[src/hdl/lfdt_pkg.sv]
// Shared types and constants for the lowest free descriptor table.
`default_nettype none
package lfdt_pkg;

    localparam int TABLE_DEPTH = 64;
    localparam int IDX_W       = $clog2(TABLE_DEPTH);
    localparam int LEN_W       = IDX_W + 1;
    localparam int HANDLE_W    = 32;
    localparam int DESC_IN_W   = 8;
    localparam int DESC_OUT_W  = 7;

    localparam logic [DESC_OUT_W-1:0] DESC_NONE = {DESC_OUT_W{1'b1}};

    typedef enum logic [1:0] {
        ACT_REGISTER   = 2'd0,
        ACT_UNREGISTER = 2'd1,
        ACT_LOOKUP     = 2'd2,
        ACT_FIND       = 2'd3
    } action_t;

    typedef enum logic [1:0] {
        ST_OK   = 2'd0,
        ST_BAD  = 2'd1,
        ST_FULL = 2'd2,
        ST_RSVD = 2'd3
    } status_t;

    // Query travelling down the row of cells, one cell per cycle.
    typedef struct packed {
        logic                valid;
        action_t             action;
        logic                hnz;
        logic [HANDLE_W-1:0] handle;
        logic                desc_ok;
        logic [IDX_W-1:0]    desc_idx;
        logic                found;
        logic [IDX_W-1:0]    idx;
        logic [HANDLE_W-1:0] hval;
    } query_t;

    // Append write broadcast to all cells.
    typedef struct packed {
        logic                en;
        logic [IDX_W-1:0]    idx;
        logic [HANDLE_W-1:0] data;
    } append_t;

endpackage
`default_nettype wire

[src/hdl/lfdt_cell.sv]
// One table slot and one stage of the query chain.
`default_nettype none
module lfdt_cell
(
    input  wire logic                       clk,
    input  wire logic                       rst_n,
    input  wire logic [lfdt_pkg::IDX_W-1:0] cell_idx,
    input  wire logic [lfdt_pkg::LEN_W-1:0] used_len,
    input  wire lfdt_pkg::append_t          app,
    input  wire lfdt_pkg::query_t           q_in,
    output lfdt_pkg::query_t                q_out
);

    logic [lfdt_pkg::HANDLE_W-1:0] slot_reg;
    logic [lfdt_pkg::HANDLE_W-1:0] slot_next;
    lfdt_pkg::query_t              q_reg;
    lfdt_pkg::query_t              q_next;
    logic                          in_use;
    logic                          slot_empty;

    assign in_use     = {1'b0, cell_idx} < used_len;
    assign slot_empty = slot_reg == '0;

    always_comb
    begin
        q_next    = q_in;
        slot_next = slot_reg;
        if (q_in.valid && !q_in.found)
        begin
            unique case (q_in.action)
                lfdt_pkg::ACT_REGISTER:
                begin
                    if (q_in.hnz && in_use && slot_empty)
                    begin
                        slot_next    = q_in.handle;
                        q_next.found = 1'b1;
                        q_next.idx   = cell_idx;
                    end
                end
                lfdt_pkg::ACT_FIND:
                begin
                    if (q_in.hnz && in_use && slot_reg == q_in.handle)
                    begin
                        q_next.found = 1'b1;
                        q_next.idx   = cell_idx;
                    end
                end
                lfdt_pkg::ACT_UNREGISTER, lfdt_pkg::ACT_LOOKUP:
                begin
                    if (q_in.desc_ok && q_in.desc_idx == cell_idx && !slot_empty)
                    begin
                        q_next.found = 1'b1;
                        q_next.idx   = cell_idx;
                        q_next.hval  = slot_reg;
                        if (q_in.action == lfdt_pkg::ACT_UNREGISTER)
                        begin
                            slot_next = '0;
                        end
                    end
                end
                default:
                begin
                    q_next = q_in;
                end
            endcase
        end
        if (app.en && app.idx == cell_idx)
        begin
            slot_next = app.data;
        end
    end

    always_ff @(posedge clk)
    begin
        slot_reg <= slot_next;
    end

    always_ff @(posedge clk or negedge rst_n)
    begin
        if (!rst_n)
        begin
            q_reg <= '0;
        end
        else
        begin
            q_reg <= q_next;
        end
    end

    assign q_out = q_reg;

endmodule
`default_nettype wire

[config.mk]
export PLATFORM = sky130hd
export DESIGN_NAME = lfdt_cell
export DESIGN_NICKNAME = d
export VERILOG_FILES = /design/src/hdl/lfdt_pkg.sv /design/src/hdl/lfdt_cell.sv
export SDC_FILE = /design/constraint.sdc
export NUM_CORES = 1
export LEC_CHECK = 0
export BUFFER_PORTS_ARGS = -buffer_cell sky130_fd_sc_hd__buf_2
export CAP_MARGIN = 25
export CORE_MARGIN = 3
export CORE_UTILIZATION = 40
export DETAILED_ROUTE_END_ITERATION = 8
export PLACE_DENSITY = 0.7
export SLEW_MARGIN = 15
export SYNTH_ARGS = -nofsm -noshare
export SYNTH_HDL_FRONTEND = slang
export SYNTH_SLANG_ARGS = --single-unit
[constraint.sdc]
create_clock -name clk -period 3.9 [get_ports clk]
set_input_delay 0.78 -clock clk [delete_from_list [all_inputs] [get_ports clk]]
set_output_delay 0.78 -clock clk [all_outputs]
set_load 0.02 [all_outputs]
======== Word-level counts from Yosys, hierarchy flattened ========
Cells that the tools add are included.
operators by class
  magnitude comparators ................... 1
  reductions and logical operators ........ 15
  mux-type cells .......................... 12
  equal/unequal tests ..................... 9
operators with widths
  kind                                            number
  two-way mux 32 bit                              6
  two-way mux 39 bit                              2
  one-hot mux 32 bit (2 select lines)             1
  == test 32 bit                                  1
  zero test 32 bit                                1
  one-hot mux 7 bit (3 select lines)              1
  two-way mux 7 bit                               2
  == test 6 bit                                   2
  != test 3 bit (second input constant)           3
  logical AND 1 bit                               7
  < comparator 6 x 7 -> 1 bit                     1
  AND reduction 5 bit                             1
  == test 2 bit (second input constant)           2
  nonzero test 3 bit                              1
  == test 2 x 1 -> 1 bit (second input constant)  1
  zero test 1 bit                                 2
  zero test 2 bit                                 1
  nonzero test 2 bit                              1
  OR reduction 2 bit                              1
word-level totals
  input bits .............................. 136
  logic and storage cells ................. 47
  output and inout port bits .............. 82
  register bits after elaboration ......... 114

======== Longest topological paths before layout ========
Gate-level depths: netlist (run 1).
  depth in word-level cells ............... 7
  mapped depth ............................ 8
  mapped depth without buffers ............ 8

======== Worst setup path after synthesis (run 1) ========
Ideal clock, no wire load.
  path type ............................... input -> register
  start ................................... in used_len[4] in the netlist's numbering
  end ..................................... reg slot_reg[0] in the netlist's numbering (enable)
  library setup time ...................... 0.377 ns
  path slack .............................. 0.922 ns
  data required time ...................... 3.523 ns
  arrival ................................. 2.601 ns
  buffers on the path ..................... 0
  cell stages on the path ................. 7
  path through ............................ inv_1 ha_1 a21o_1 a21oi_1 o221ai_1 o21ai_1 a31o_2
between the ends
  cells in the longest elaborated chain, start to end .. 5
ends and longest elaborated chain
  what                             line             RTL
  from (decl)                      lfdt_cell.sv:8   input wire logic [lfdt_pkg::LEN_W-1:0] used_len,
  < comparator 6 x 7 -> 1 bit      lfdt_cell.sv:21  assign in_use = {1'b0, cell_idx} < used_len;
  logical AND 1 bit (2 in series)  lfdt_cell.sv:33  if (q_in.hnz && in_use && slot_empty)
  != test 3 bit (no line)          -
  AND reduction 5 bit (no line)    -
  to (signal assigned)             lfdt_cell.sv:75  slot_reg <= slot_next;
  to (decl)                        lfdt_cell.sv:14  logic [lfdt_pkg::HANDLE_W-1:0] slot_reg;
Every way passes these cells.
A chain may end at the register's enable or synchronous reset.

======== Worst setup path after layout (run 1) ========
  start ................................... reg slot_reg[18] in the netlist's numbering
  end ..................................... reg slot_reg[5] in the netlist's numbering (enable)
between the ends
  cells in the longest elaborated chain, start to end .. 5
  elaborated cells between the ends (all ways) .. 7
  classes of those cells .................. 2 x eq/ne; 5 x reduce/logical
ends and longest elaborated chain
  what                             line             RTL
  zero test 32 bit *               lfdt_cell.sv:22  assign slot_empty = slot_reg == '0;
  zero test 1 bit                  lfdt_cell.sv:50  if (q_in.desc_ok && q_in.desc_idx == cell_idx && !slot_empty)
  logical AND 1 bit                lfdt_cell.sv:50
  != test 3 bit (no line)          -
  AND reduction 5 bit (no line) *  -
Every way passes the cells marked *; elsewhere a longest branch is shown, timed or not.

==> run metrics, run 1 <==
run status=finished, final reports clean; cell at the root of the clock tree=sky130_fd_sc_hd__clkbuf_16; IO Pins=218; vertical die dimension=between 100 and 150 µm; reg-to-reg slack, setup=1250 ps; area of the mapped netlist=0.00488 mm²; largest net degree at the start of global routing=83; category of the most critical setup path=reg2reg; RSZ-0062 raised after global routing=no; post-route minimum period=2650 ps; area of the multi-input gates=between 0.0015 and 0.002 mm²; internal power=2360 µW; total of buffers placed on input and output ports=217; gp weighted congestion=0.808; number of iterations in the first detailed-routing pass=4; leading cell type in the layout, fill and taps excluded=sky130_fd_sc_hd__buf_2; Placed Cells=743; horizontal die dimension=roughly 120 µm; via count of the first global-routing pass=3941; sequential share of power=between 40% and 50%; fraction of power spent switching nets=23.7%; worst path buffer plus inverter count=1; clock network fraction of total power=between 40% and 50%; initial drt markers=242; Non-Filler Instances=777; via count=3912; Comb power frac=11.4%; count of fill cells added during filler insertion=between 1k and 1.5k; met3 wire length=1050 µm; Final Slew Violations=0; CP Data Arrival Time=2710 ps; Unique masters post-synth=40; CORE AREA=0.0117 mm²; r2r startpoint=slot_reg[18]; PnR Total Power=3100 µW; slowest cell delay on critical path=440 ps; CTS Sinks=114; WP data required=3960 ps; number of H-tree branching levels=4; Peak Freq=378 MHz; kind of cell with the highest combined delay on the critical path=simple AND/OR/NAND/NOR gates; number of synthesized register bits=114; detailed placement HPWL=10400 µm; CTS Buffer Depth=2; DIE AREA=0.0136 mm²; portion of the post-synthesis area used by sequential elements=61.8%; number of antenna violations at the first check in global routing=1; initial standard-cell utilization of the core=about two fifths; simple logic cell fraction of the synthesized area=between 10% and 20%; count of antenna-violating nets left after detailed routing=0; commonest non-fill, non-tap cells in the layout=sky130_fd_sc_hd__buf_2, sky130_fd_sc_hd__dfrtp_1, sky130_fd_sc_hd__nand2_1, sky130_fd_sc_hd__o21ai_0, sky130_fd_sc_hd__xor2_1; routed metal-1 wire length=between 5000 and 6000 µm; first-pass GRT wire length=about 21000 µm; cells along the critical path=nor4_1 -> nand4_1 -> or2_1 -> o21ai_1 -> a31o_2 -> buf_4; Yosys Warn Count=0; DR WL/cell=17.7 µm; net count reported at finish=764; origin of the worst setup path=slot_reg[18]; per-cell via count in the routed design=between 5 and 6; routed length on met2=roughly 6800 µm; combinational family with the most area after synthesis=simple AND/OR/NAND/NOR gates; post-synthesis mux area share=around 7.4%; Synth Area in Compound Gates=8.11%; slowest cell on the critical path=sky130_fd_sc_hd__edfxtp_1; area overhead of the layout relative to synthesis=38.0%; slew of the pin with the lowest slew margin=around 600 ps; Worst Clk Skew=13.1 ps; number of remaining DRC errors=0; critical path endpoint category=flip-flop; mean instance size in the synthesized netlist=12.5 µm²; category of the worst setup path launch point=flip-flop; number of buffers inserted to repair setup after CTS=0; GRT Resource Usage Total=about a fifth; max FFs per register=82; path type of the worst min-delay path=in2async; remaining max-slew budget at the tightest pin=59.7%; setup TNS=0 ps; share of final-layout standard cells stronger than drive strength 1=between 40 and 50%; final hold viol count=0; top routing layer in use=met4; Seq. cell area=roughly 0.0030 mm²; Post-Route Hold Slack=~350 ps; design area=slightly below 0.007 mm²; total clock buffers created by CTS=17; grt ovf=0; area share of fa/ha/maj cells after synthesis=between 2 and 2.5%; clock tree from TritonCTS=yes; Pwr per Cell Area=461 mW/mm²; peak supply drop=0.000290 V; Post-Syn Instances=slightly below 400; CTS Hold Bufs=0; total of endpoints with negative setup slack in the final report=0; leakage power figure=0.00310 µW; number of cells upsized or downsized after cts=0; switching power total=735 µW; Worst-Skew Late Latency=420 ps; final worst path period share=between 60 and 70%; total wire length after detailed routing=approximately 14000 µm; reported max-cap violation count=0; Post-Syn Nets=535; placement-stage cell area=0.00615 mm²; clk slew on worst S/H paths=50 ps; placement row count=39; Max FO, Critical Path=32; xor/xnor share of the synthesized area=7.90%
cell families (layout without fill, tap and decap cells):
logic type	Yosys count	after routing
XOR/XNOR	44	44
AND/OR/NAND/NOR	99	99
buffers and inverters	29	271
AO/OA/AOI/OAI	65	65
flip-flops	114	114
other	0	1
multiplexers	32	32
adder cells (fa/ha/maj)	8	8
power groups by stage:
| stage | Sequential (µW) | Combinational, µW | Clock, µW |
|---|---|---|---|
| floorplan | 1380 | 103 | 0 |
| global placement | 1320 | 346 | 0 |
| detailed placement | 1320 | 354 | 0 |
| CTS | 1300 | 356 | 1470 |
| global route | 1300 | 388 | 1540 |
| finish | 1300 | 354 | 1440 |
area by class of cell:
class                      instances  share of cell area [%]
timing repair buffer             224                    17.3
inverter                          15                   0.837
clock buffer                      27                    7.47
sequential                       114                    44.8
antenna                            1                  0.0372
clock inverter                     5                   0.781
tap                              143                    2.66
multi-input combinational        248                    26.1
path summary, 6_finish.rpt:
check                              end  cells after the start
max                        slot_reg[5]                      6
min                          q_out[24]                      1
max reg2reg                slot_reg[5]                      6
min reg2reg                  q_out[19]                      1
max in group asynchronous     q_out[7]                      2
min in group clk             q_out[45]                      1
worst register-to-register path, delay by kind of cell, from the launching register on:
family / cells / cell delay [ps]
and+or+nand+nor: 3 / 1030
DFF: 1 / 440
AOI/OAI and AO/OA: 2 / 420
buffers and inverters: 1 / 390
layer usage:
| metal | up-vias | track usage, % |
|---|---|---|
| met3 | 27 | 6.06 |
| li1 | 1841 | - |
| met5 | - | 0 |
| met4 | 0 | 8.20 |
| met1 | 1865 | 26.4 |
| met2 | 179 | 33.1 |
cells in the mapped netlist:
cell type	count	area share, %
sky130_fd_sc_hd__nor2_1	1	0.077
sky130_fd_sc_hd__xor2_1	38	6.8
sky130_fd_sc_hd__o22ai_1	1	0.13
sky130_fd_sc_hd__nor4_1	13	1.7
sky130_fd_sc_hd__nand2_1	64	4.9
sky130_fd_sc_hd__o31a_2	1	0.21
sky130_fd_sc_hd__nor2b_1	1	0.13
sky130_fd_sc_hd__nand2b_1	4	0.51
sky130_fd_sc_hd__a211oi_1	1	0.15
sky130_fd_sc_hd__clkinv_1	1	0.077
sky130_fd_sc_hd__and4b_1	1	0.21
sky130_fd_sc_hd__a31oi_1	1	0.13
sky130_fd_sc_hd__o21ai_1	1	0.10
sky130_fd_sc_hd__nand4_1	5	0.64
sky130_fd_sc_hd__clkbuf_1	10	0.77
sky130_fd_sc_hd__xnor2_1	6	1.1
sky130_fd_sc_hd__ha_1	8	2.1
sky130_fd_sc_hd__a21oi_1	2	0.21
sky130_fd_sc_hd__and4_1	1	0.18
sky130_fd_sc_hd__a31o_2	1	0.18
sky130_fd_sc_hd__nor4_4	1	0.44
sky130_fd_sc_hd__a21o_1	1	0.15
sky130_fd_sc_hd__mux2_2	32	7.4
sky130_fd_sc_hd__inv_1	14	1.1
sky130_fd_sc_hd__buf_4	3	0.46
sky130_fd_sc_hd__o21bai_1	1	0.15
sky130_fd_sc_hd__o211ai_1	6	0.92
sky130_fd_sc_hd__buf_1	1	0.077
sky130_fd_sc_hd__or2_1	1	0.13
sky130_fd_sc_hd__edfxtp_1	32	20
sky130_fd_sc_hd__dfrtp_1	82	42
sky130_fd_sc_hd__o21ai_0	39	4.0
sky130_fd_sc_hd__o2111ai_1	6	1.1
sky130_fd_sc_hd__nand3b_1	1	0.15
sky130_fd_sc_hd__nor3_1	2	0.21
sky130_fd_sc_hd__nor4_2	4	1.0
sky130_fd_sc_hd__o21a_1	1	0.15
sky130_fd_sc_hd__o2bb2ai_1	1	0.18
sky130_fd_sc_hd__o221ai_1	1	0.18
sky130_fd_sc_hd__a311oi_1	1	0.18
metrics by stage:
| step | setup slack, ps | utilization [%] |
|---|---|---|
| detailed placement | 888 | 52.7 |
| global placement | 974 | 52.7 |
| finish | 1250 | 57.7 |
| floorplan | 922 | - |
| global route | 1130 | 57.7 |
| CTS | 1220 | 57.5 |
(Power assumes the default switching activity.)
==> run 2: changes to the inputs <==
==> constraint.sdc (replaced) <==
create_clock -name clk -period 2.5 [get_ports clk]
set_input_delay 0.5 -clock clk [delete_from_list [all_inputs] [get_ports clk]]
set_output_delay 0.5 -clock clk [all_outputs]
set_load 0.02 [all_outputs]
==> run 2 against run 1 <==
  * Hold slack worse by 220 ps
  * First-iteration DRC count stayed put
  * Largest power group unchanged
  * Setup slack worse by 1100 ps
  * Clock skew decreased by 2.0 ps
  * Core utilization rose by 1.4 points
  * Critical path type unchanged
  * Combinational power is 62% higher
==> run metrics, run 2 (synthesis results as in run 1) <==
number of remaining DRC errors=0; final worst path period share=a little over 90%; clock network fraction of total power=46.3%; commonest non-fill, non-tap cells in the layout=sky130_fd_sc_hd__buf_2, sky130_fd_sc_hd__dfrtp_1, sky130_fd_sc_hd__nand2_1, sky130_fd_sc_hd__o21ai_0, sky130_fd_sc_hd__xor2_1; number of antenna violations at the first check in global routing=0; cells along the critical path=nor4_2 -> nand4_1 -> o2111ai_1 -> buf_4 -> nand2b_1 -> o2111ai_1 -> o211ai_1; CP Data Arrival Time=2600 ps; category of the most critical setup path=reg2reg; area overhead of the layout relative to synthesis=41.4%; WP data required=2770 ps; kind of cell with the highest combined delay on the critical path=simple AND/OR/NAND/NOR gates; fraction of power spent switching nets=a little under a quarter; post-route minimum period=2340 ps; max FFs per register=82; worst path buffer plus inverter count=1; Max FO, Critical Path=7; cell with the most instances on the worst path=sky130_fd_sc_hd__o2111ai_1; number of H-tree branching levels=4; Post-Route Utilization=59.1%; detailed placement HPWL=11000 µm; category of the worst setup path launch point=flip-flop; per-cell via count in the routed design=5.07; GRT Resource Usage Total=a little over a fifth; slew of the pin with the lowest slew margin=between 600 and 700 ps; total wire length after detailed routing=14200 µm; placement row count=39; number of iterations in the first detailed-routing pass=4; IO Pins=218; horizontal die dimension=116 µm; Comb power frac=approximately an eighth; total of endpoints with negative setup slack in the final report=0; total clock buffers created by CTS=17; Peak Freq=428 MHz; critical path endpoint category=flip-flop; cell at the root of the clock tree=sky130_fd_sc_hd__clkbuf_16; reported max-cap violation count=0; final worst-path setup slack=162 ps; clock tree from TritonCTS=yes; net count reported at finish=779; peak supply drop=0.000446 V; PnR Total Power=about 4900 µW; remaining max-slew budget at the tightest pin=53.5%; gp weighted congestion=0.847; initial drt markers=242; CORE AREA=0.0117 mm²; initial standard-cell utilization of the core=between 40% and 50%; sequential share of power=between 40% and 50%; internal power=between 3000 and 4000 µW; Worst-Skew Late Latency=410 ps; Worst Clk Skew=11.1 ps; slowest cell delay on critical path=between 400 and 500 ps; worst slack at placement=41.4 ps; leakage power figure=0.00319 µW; slowest cell on the critical path=sky130_fd_sc_hd__edfxtp_1; number of cells upsized or downsized after cts=0; via count of the first global-routing pass=approximately 4.1k; Post-Route Hold Slack=129 ps; largest net degree at the start of global routing=57; first-pass GRT wire length=21700 µm; Pwr per Cell Area=a little over 700 mW/mm²; run status=finished, final reports clean; CTS Hold Bufs=0; vertical die dimension=116 µm; number of buffers inserted to repair setup after CTS=0; setup TNS=0 ps; clk slew on worst S/H paths=around 50 ps; share of final-layout standard cells stronger than drive strength 1=a little under half; RSZ-0062 raised after global routing=no; grt ovf=0; final hold viol count=0; total of buffers placed on input and output ports=217; leading cell type in the layout, fill and taps excluded=sky130_fd_sc_hd__buf_2; CTS Buffer Depth=2; path type of the worst min-delay path=in2async; Final Slew Violations=0; via count=~4.0k; ANT cells=0; count of antenna-violating nets left after detailed routing=0; switching power total=1150 µW; CTS Sinks=114; DIE AREA=0.0136 mm²; DR WL/cell=around 18 µm
## run 2: cell types whose count changed in the layout (fill, tap and decap cells not counted)
| cell | change |
|---|---|
| sky130_fd_sc_hd__o21ai_2 | +1 |
| sky130_fd_sc_hd__clkinv_2 | +2 |
| sky130_fd_sc_hd__nor4_2 | +1 |
| sky130_fd_sc_hd__a31o_2 | -1 |
| sky130_fd_sc_hd__buf_12 | +3 |
| sky130_fd_sc_hd__a31o_4 | +1 |
| sky130_fd_sc_hd__diode_2 | -1 |
| sky130_fd_sc_hd__clkbuf_1 | -1 |
| sky130_fd_sc_hd__buf_4 | +12 |
| sky130_fd_sc_hd__o21ai_1 | -1 |
| sky130_fd_sc_hd__nor4_1 | -1 |
| sky130_fd_sc_hd__clkinvlp_4 | -1 |
## run 2: metrics by stage
stage	cell area, µm²	cells
floorplan	4890	391
global placement	6330	759
detailed placement	6330	759
CTS	6890	791
global route	6890	791
finish	6890	791
## run 2: power groups by stage
stage	Sequential [µW]	Clock, µW	Combinational (µW)
after floorplan	2160	0	163
after global placement	2060	0	567
after detailed placement	2060	0	578
after CTS	2030	2280	582
after global routing	2040	2370	629
final	2030	2240	574
## run 2: layout make-up
| class | count | area [µm²] |
|---|---|---|
| fill | 970 | 4770 |
| sequential | 114 | 3010 |
| multi-input combinational | 248 | 1780 |
| timing repair buffer | 239 | 1320 |
| clock buffer | 26 | 499 |
| tap | 143 | 179 |
| inverter | 15 | 56.3 |
| clock inverter | 6 | 55.1 |
## run 2: path summary, 6_finish.rpt
kind,start,to,slack (ps),depth (start not counted)
max,slot_reg[17],q_out[34],160,7
max reg2reg,slot_reg[17],q_out[34],160,7
min in group clk,q_in[45],q_out[45],210,1
max in group asynchronous,rst_n,q_out[10],1610,2
min reg2reg,slot_reg[2],q_out[2],570,1
min,rst_n,q_out[44],130,1
## run 2: routing by layer
| layer | share of wire (%) | global-route usage, % | up-vias | routed length (µm) |
|---|---|---|---|---|
| met1 | 41 | 26.6 | 1924 | 5860 |
| met5 | 0 | 0 | - | 0 |
| met3 | 7.2 | 5.60 | 23 | 1020 |
| met2 | 50 | 35.7 | 187 | 7050 |
| li1 | - | - | 1876 | - |
| met4 | 1.9 | 8.51 | 0 | 268 |
==> run 3: changes to the inputs <==
--- a/config.mk
+++ b/config.mk
@@ -10,6 +10,7 @@
 export CORE_MARGIN = 3
 export CORE_UTILIZATION = 40
 export DETAILED_ROUTE_END_ITERATION = 8
+export MAX_ROUTING_LAYER = met4
 export PLACE_DENSITY = 0.7
 export SLEW_MARGIN = 15
 export SYNTH_ARGS = -nofsm -noshare
==> constraint.sdc (replaced) <==
create_clock -name clk -period 2.8 [get_ports clk]
set_input_delay 0.56 -clock clk [delete_from_list [all_inputs] [get_ports clk]]
set_output_delay 0.56 -clock clk [all_outputs]
set_load 0.02 [all_outputs]
==> run 3 against run 2 <==
  * Sequential share of layout area is 0.74 points higher
  * Die area stayed put
  * Count of clock-buffer cells in the layout is 1 higher
  * Non-clock buffer count is 11 lower
  * Largest power group unchanged
  * Final cell count is 1.1% lower
  * First-iteration DRC count is 23% lower
  * Hold slack worse by 28 ps
  * Power is 10% lower
  * Routed wire length is 2.1% lower
  * Combinational power is 13% lower
==> run metrics, run 3 (synthesis results as in run 1) <==
category of the most critical setup path=reg2reg; number of buffers inserted to repair setup after CTS=0; IO Pins=218; clock network fraction of total power=47.1%; number of iterations in the first detailed-routing pass=5; CTS Sinks=114; area overhead of the layout relative to synthesis=39.0%; Max FO, Critical Path=7; remaining max-slew budget at the tightest pin=a little over three fifths; peak supply drop=0.000334 V; Placed Cells=748; per-cell via count in the routed design=roughly 4.9; initial drt markers=187; total of buffers placed on input and output ports=between 200 and 250; count of antenna-violating nets left after detailed routing=0; path type of the worst min-delay path=in2async; placement row count=39; max FFs per register=82; DIE AREA=0.0136 mm²; WP data required=3090 ps; Final Slew Violations=0; via count=3860; CTS Hold Bufs=0; largest net degree at the start of global routing=48; fraction of power spent switching nets=23.4%; switching power total=1020 µW; cells along the critical path=xor2_1 -> nor4_2 -> nand4_1 -> nor4_4 -> o22ai_1 -> a311oi_1; leading cell type in the layout, fill and taps excluded=sky130_fd_sc_hd__buf_2; detailed placement HPWL=10700 µm; slowest cell delay on critical path=490 ps; post-route minimum period=2500 ps; number of remaining DRC errors=0; Worst Clk Skew=8.52 ps; slowest cell on the critical path=sky130_fd_sc_hd__nor4_4; critical path endpoint category=flip-flop; Non-Filler Instances=782; slew of the pin with the lowest slew margin=roughly 550 ps; first-pass GRT wire length=20900 µm; CTS Buffer Depth=2; via count of the first global-routing pass=4025; RSZ-0062 raised after global routing=no; category of the worst setup path launch point=flip-flop; clk slew on worst S/H paths=60 ps; cell at the root of the clock tree=sky130_fd_sc_hd__clkbuf_16; initial standard-cell utilization of the core=a little over two fifths; Peak Freq=400 MHz; net count reported at finish=768; Worst-Skew Late Latency=between 400 and 500 ps; total clock buffers created by CTS=17; CP Data Arrival Time=2790 ps; final hold viol count=0; sequential share of power=41.5%; Pwr per Cell Area=644 mW/mm²; leakage power figure=0.00313 µW; horizontal die dimension=roughly 120 µm; GRT Resource Usage Total=21.4%; number of H-tree branching levels=4; Comb power frac=a little under an eighth; total of endpoints with negative setup slack in the final report=0; number of antenna violations at the first check in global routing=2; CORE AREA=0.0117 mm²; total wire length after detailed routing=13900 µm; final worst path period share=approximately nine tenths; commonest non-fill, non-tap cells in the layout=sky130_fd_sc_hd__buf_2, sky130_fd_sc_hd__dfrtp_1, sky130_fd_sc_hd__nand2_1, sky130_fd_sc_hd__o21ai_0, sky130_fd_sc_hd__xor2_1; setup TNS=0 ps; DR WL/cell=roughly 18 µm; vertical die dimension=roughly 120 µm; reported max-cap violation count=0; run status=finished, final reports clean; grt ovf=0; clock tree from TritonCTS=yes; share of final-layout standard cells stronger than drive strength 1=46.6%; number of cells upsized or downsized after cts=0; gp weighted congestion=0.820; internal power=3340 µW
==> run 3: changes by cell type in the layout (fill, tap and decap cells not counted), sizes merged <==
cell and delta:
clkbuf +1, clkinv -1, buf -11, diode +2
==> run 3: power groups by stage <==
stage	Combinational, µW	Clock (µW)	Sequential (µW)
detailed placement	502	0	1840
global placement	490	0	1840
global route	547	2170	1820
CTS	503	2100	1810
floorplan	144	0	1930
finish	498	2050	1810
==> run 3: area by class of cell <==
| type | instances | area, µm² |
|---|---|---|
| fill | 1006 | 4880 |
| sequential | 114 | 3010 |
| multi-input combinational | 248 | 1760 |
| timing repair buffer | 228 | 1200 |
| clock buffer | 27 | 523 |
| tap | 143 | 179 |
| inverter | 15 | 56.3 |
| clock inverter | 5 | 50.0 |
| antenna | 2 | 5.00 |
==> run 3: through the flow <==
| stage | utilization [%] | worst slack (ps) | power (µW) | cell area (µm²) | hold slack, ps |
|---|---|---|---|---|---|
| CTS | 58.1 | 264 | 4420 | 6770 | 97.3 |
| finish | 58.1 | 297 | 4370 | 6780 | 101 |
| detailed placement | 53.2 | 112 | 2340 | 6200 | 553 |
| global route | 58.1 | 124 | 4530 | 6780 | 116 |
| global placement | 53.2 | 140 | 2330 | 6200 | 536 |
| floorplan | - | 42.4 | 2070 | 4880 | 264 |
==> run 3: worst paths after layout <==
check / slack (ps) / to / cells after the start / from
min: 100 / q_out[25] / 1 / rst_n
max in group asynchronous: 2080 / q_out[5] / 2 / rst_n
min reg2reg: 560 / q_out[13] / 1 / slot_reg[13]
min in group clk: 270 / q_out[45] / 1 / q_in[45]
max: 300 / q_out[37] / 6 / slot_reg[1]
max reg2reg: 300 / q_out[37] / 6 / slot_reg[1]
==> run 3: layer usage <==
metal	up-vias	global-route usage (%)	wire (µm)
met2	163	33.8	6800
met4	0	10.1	382
met3	31	5.34	988
met5	-	-	0
li1	1855	-	-
met1	1811	25.7	5730
==> run 3: critical path: cells and delay by family, from the launching register on <==
kind,cells,cell delay (ps)
flops,1,420
simple gates,3,1220
compound gates,2,520
xor+xnor,1,220
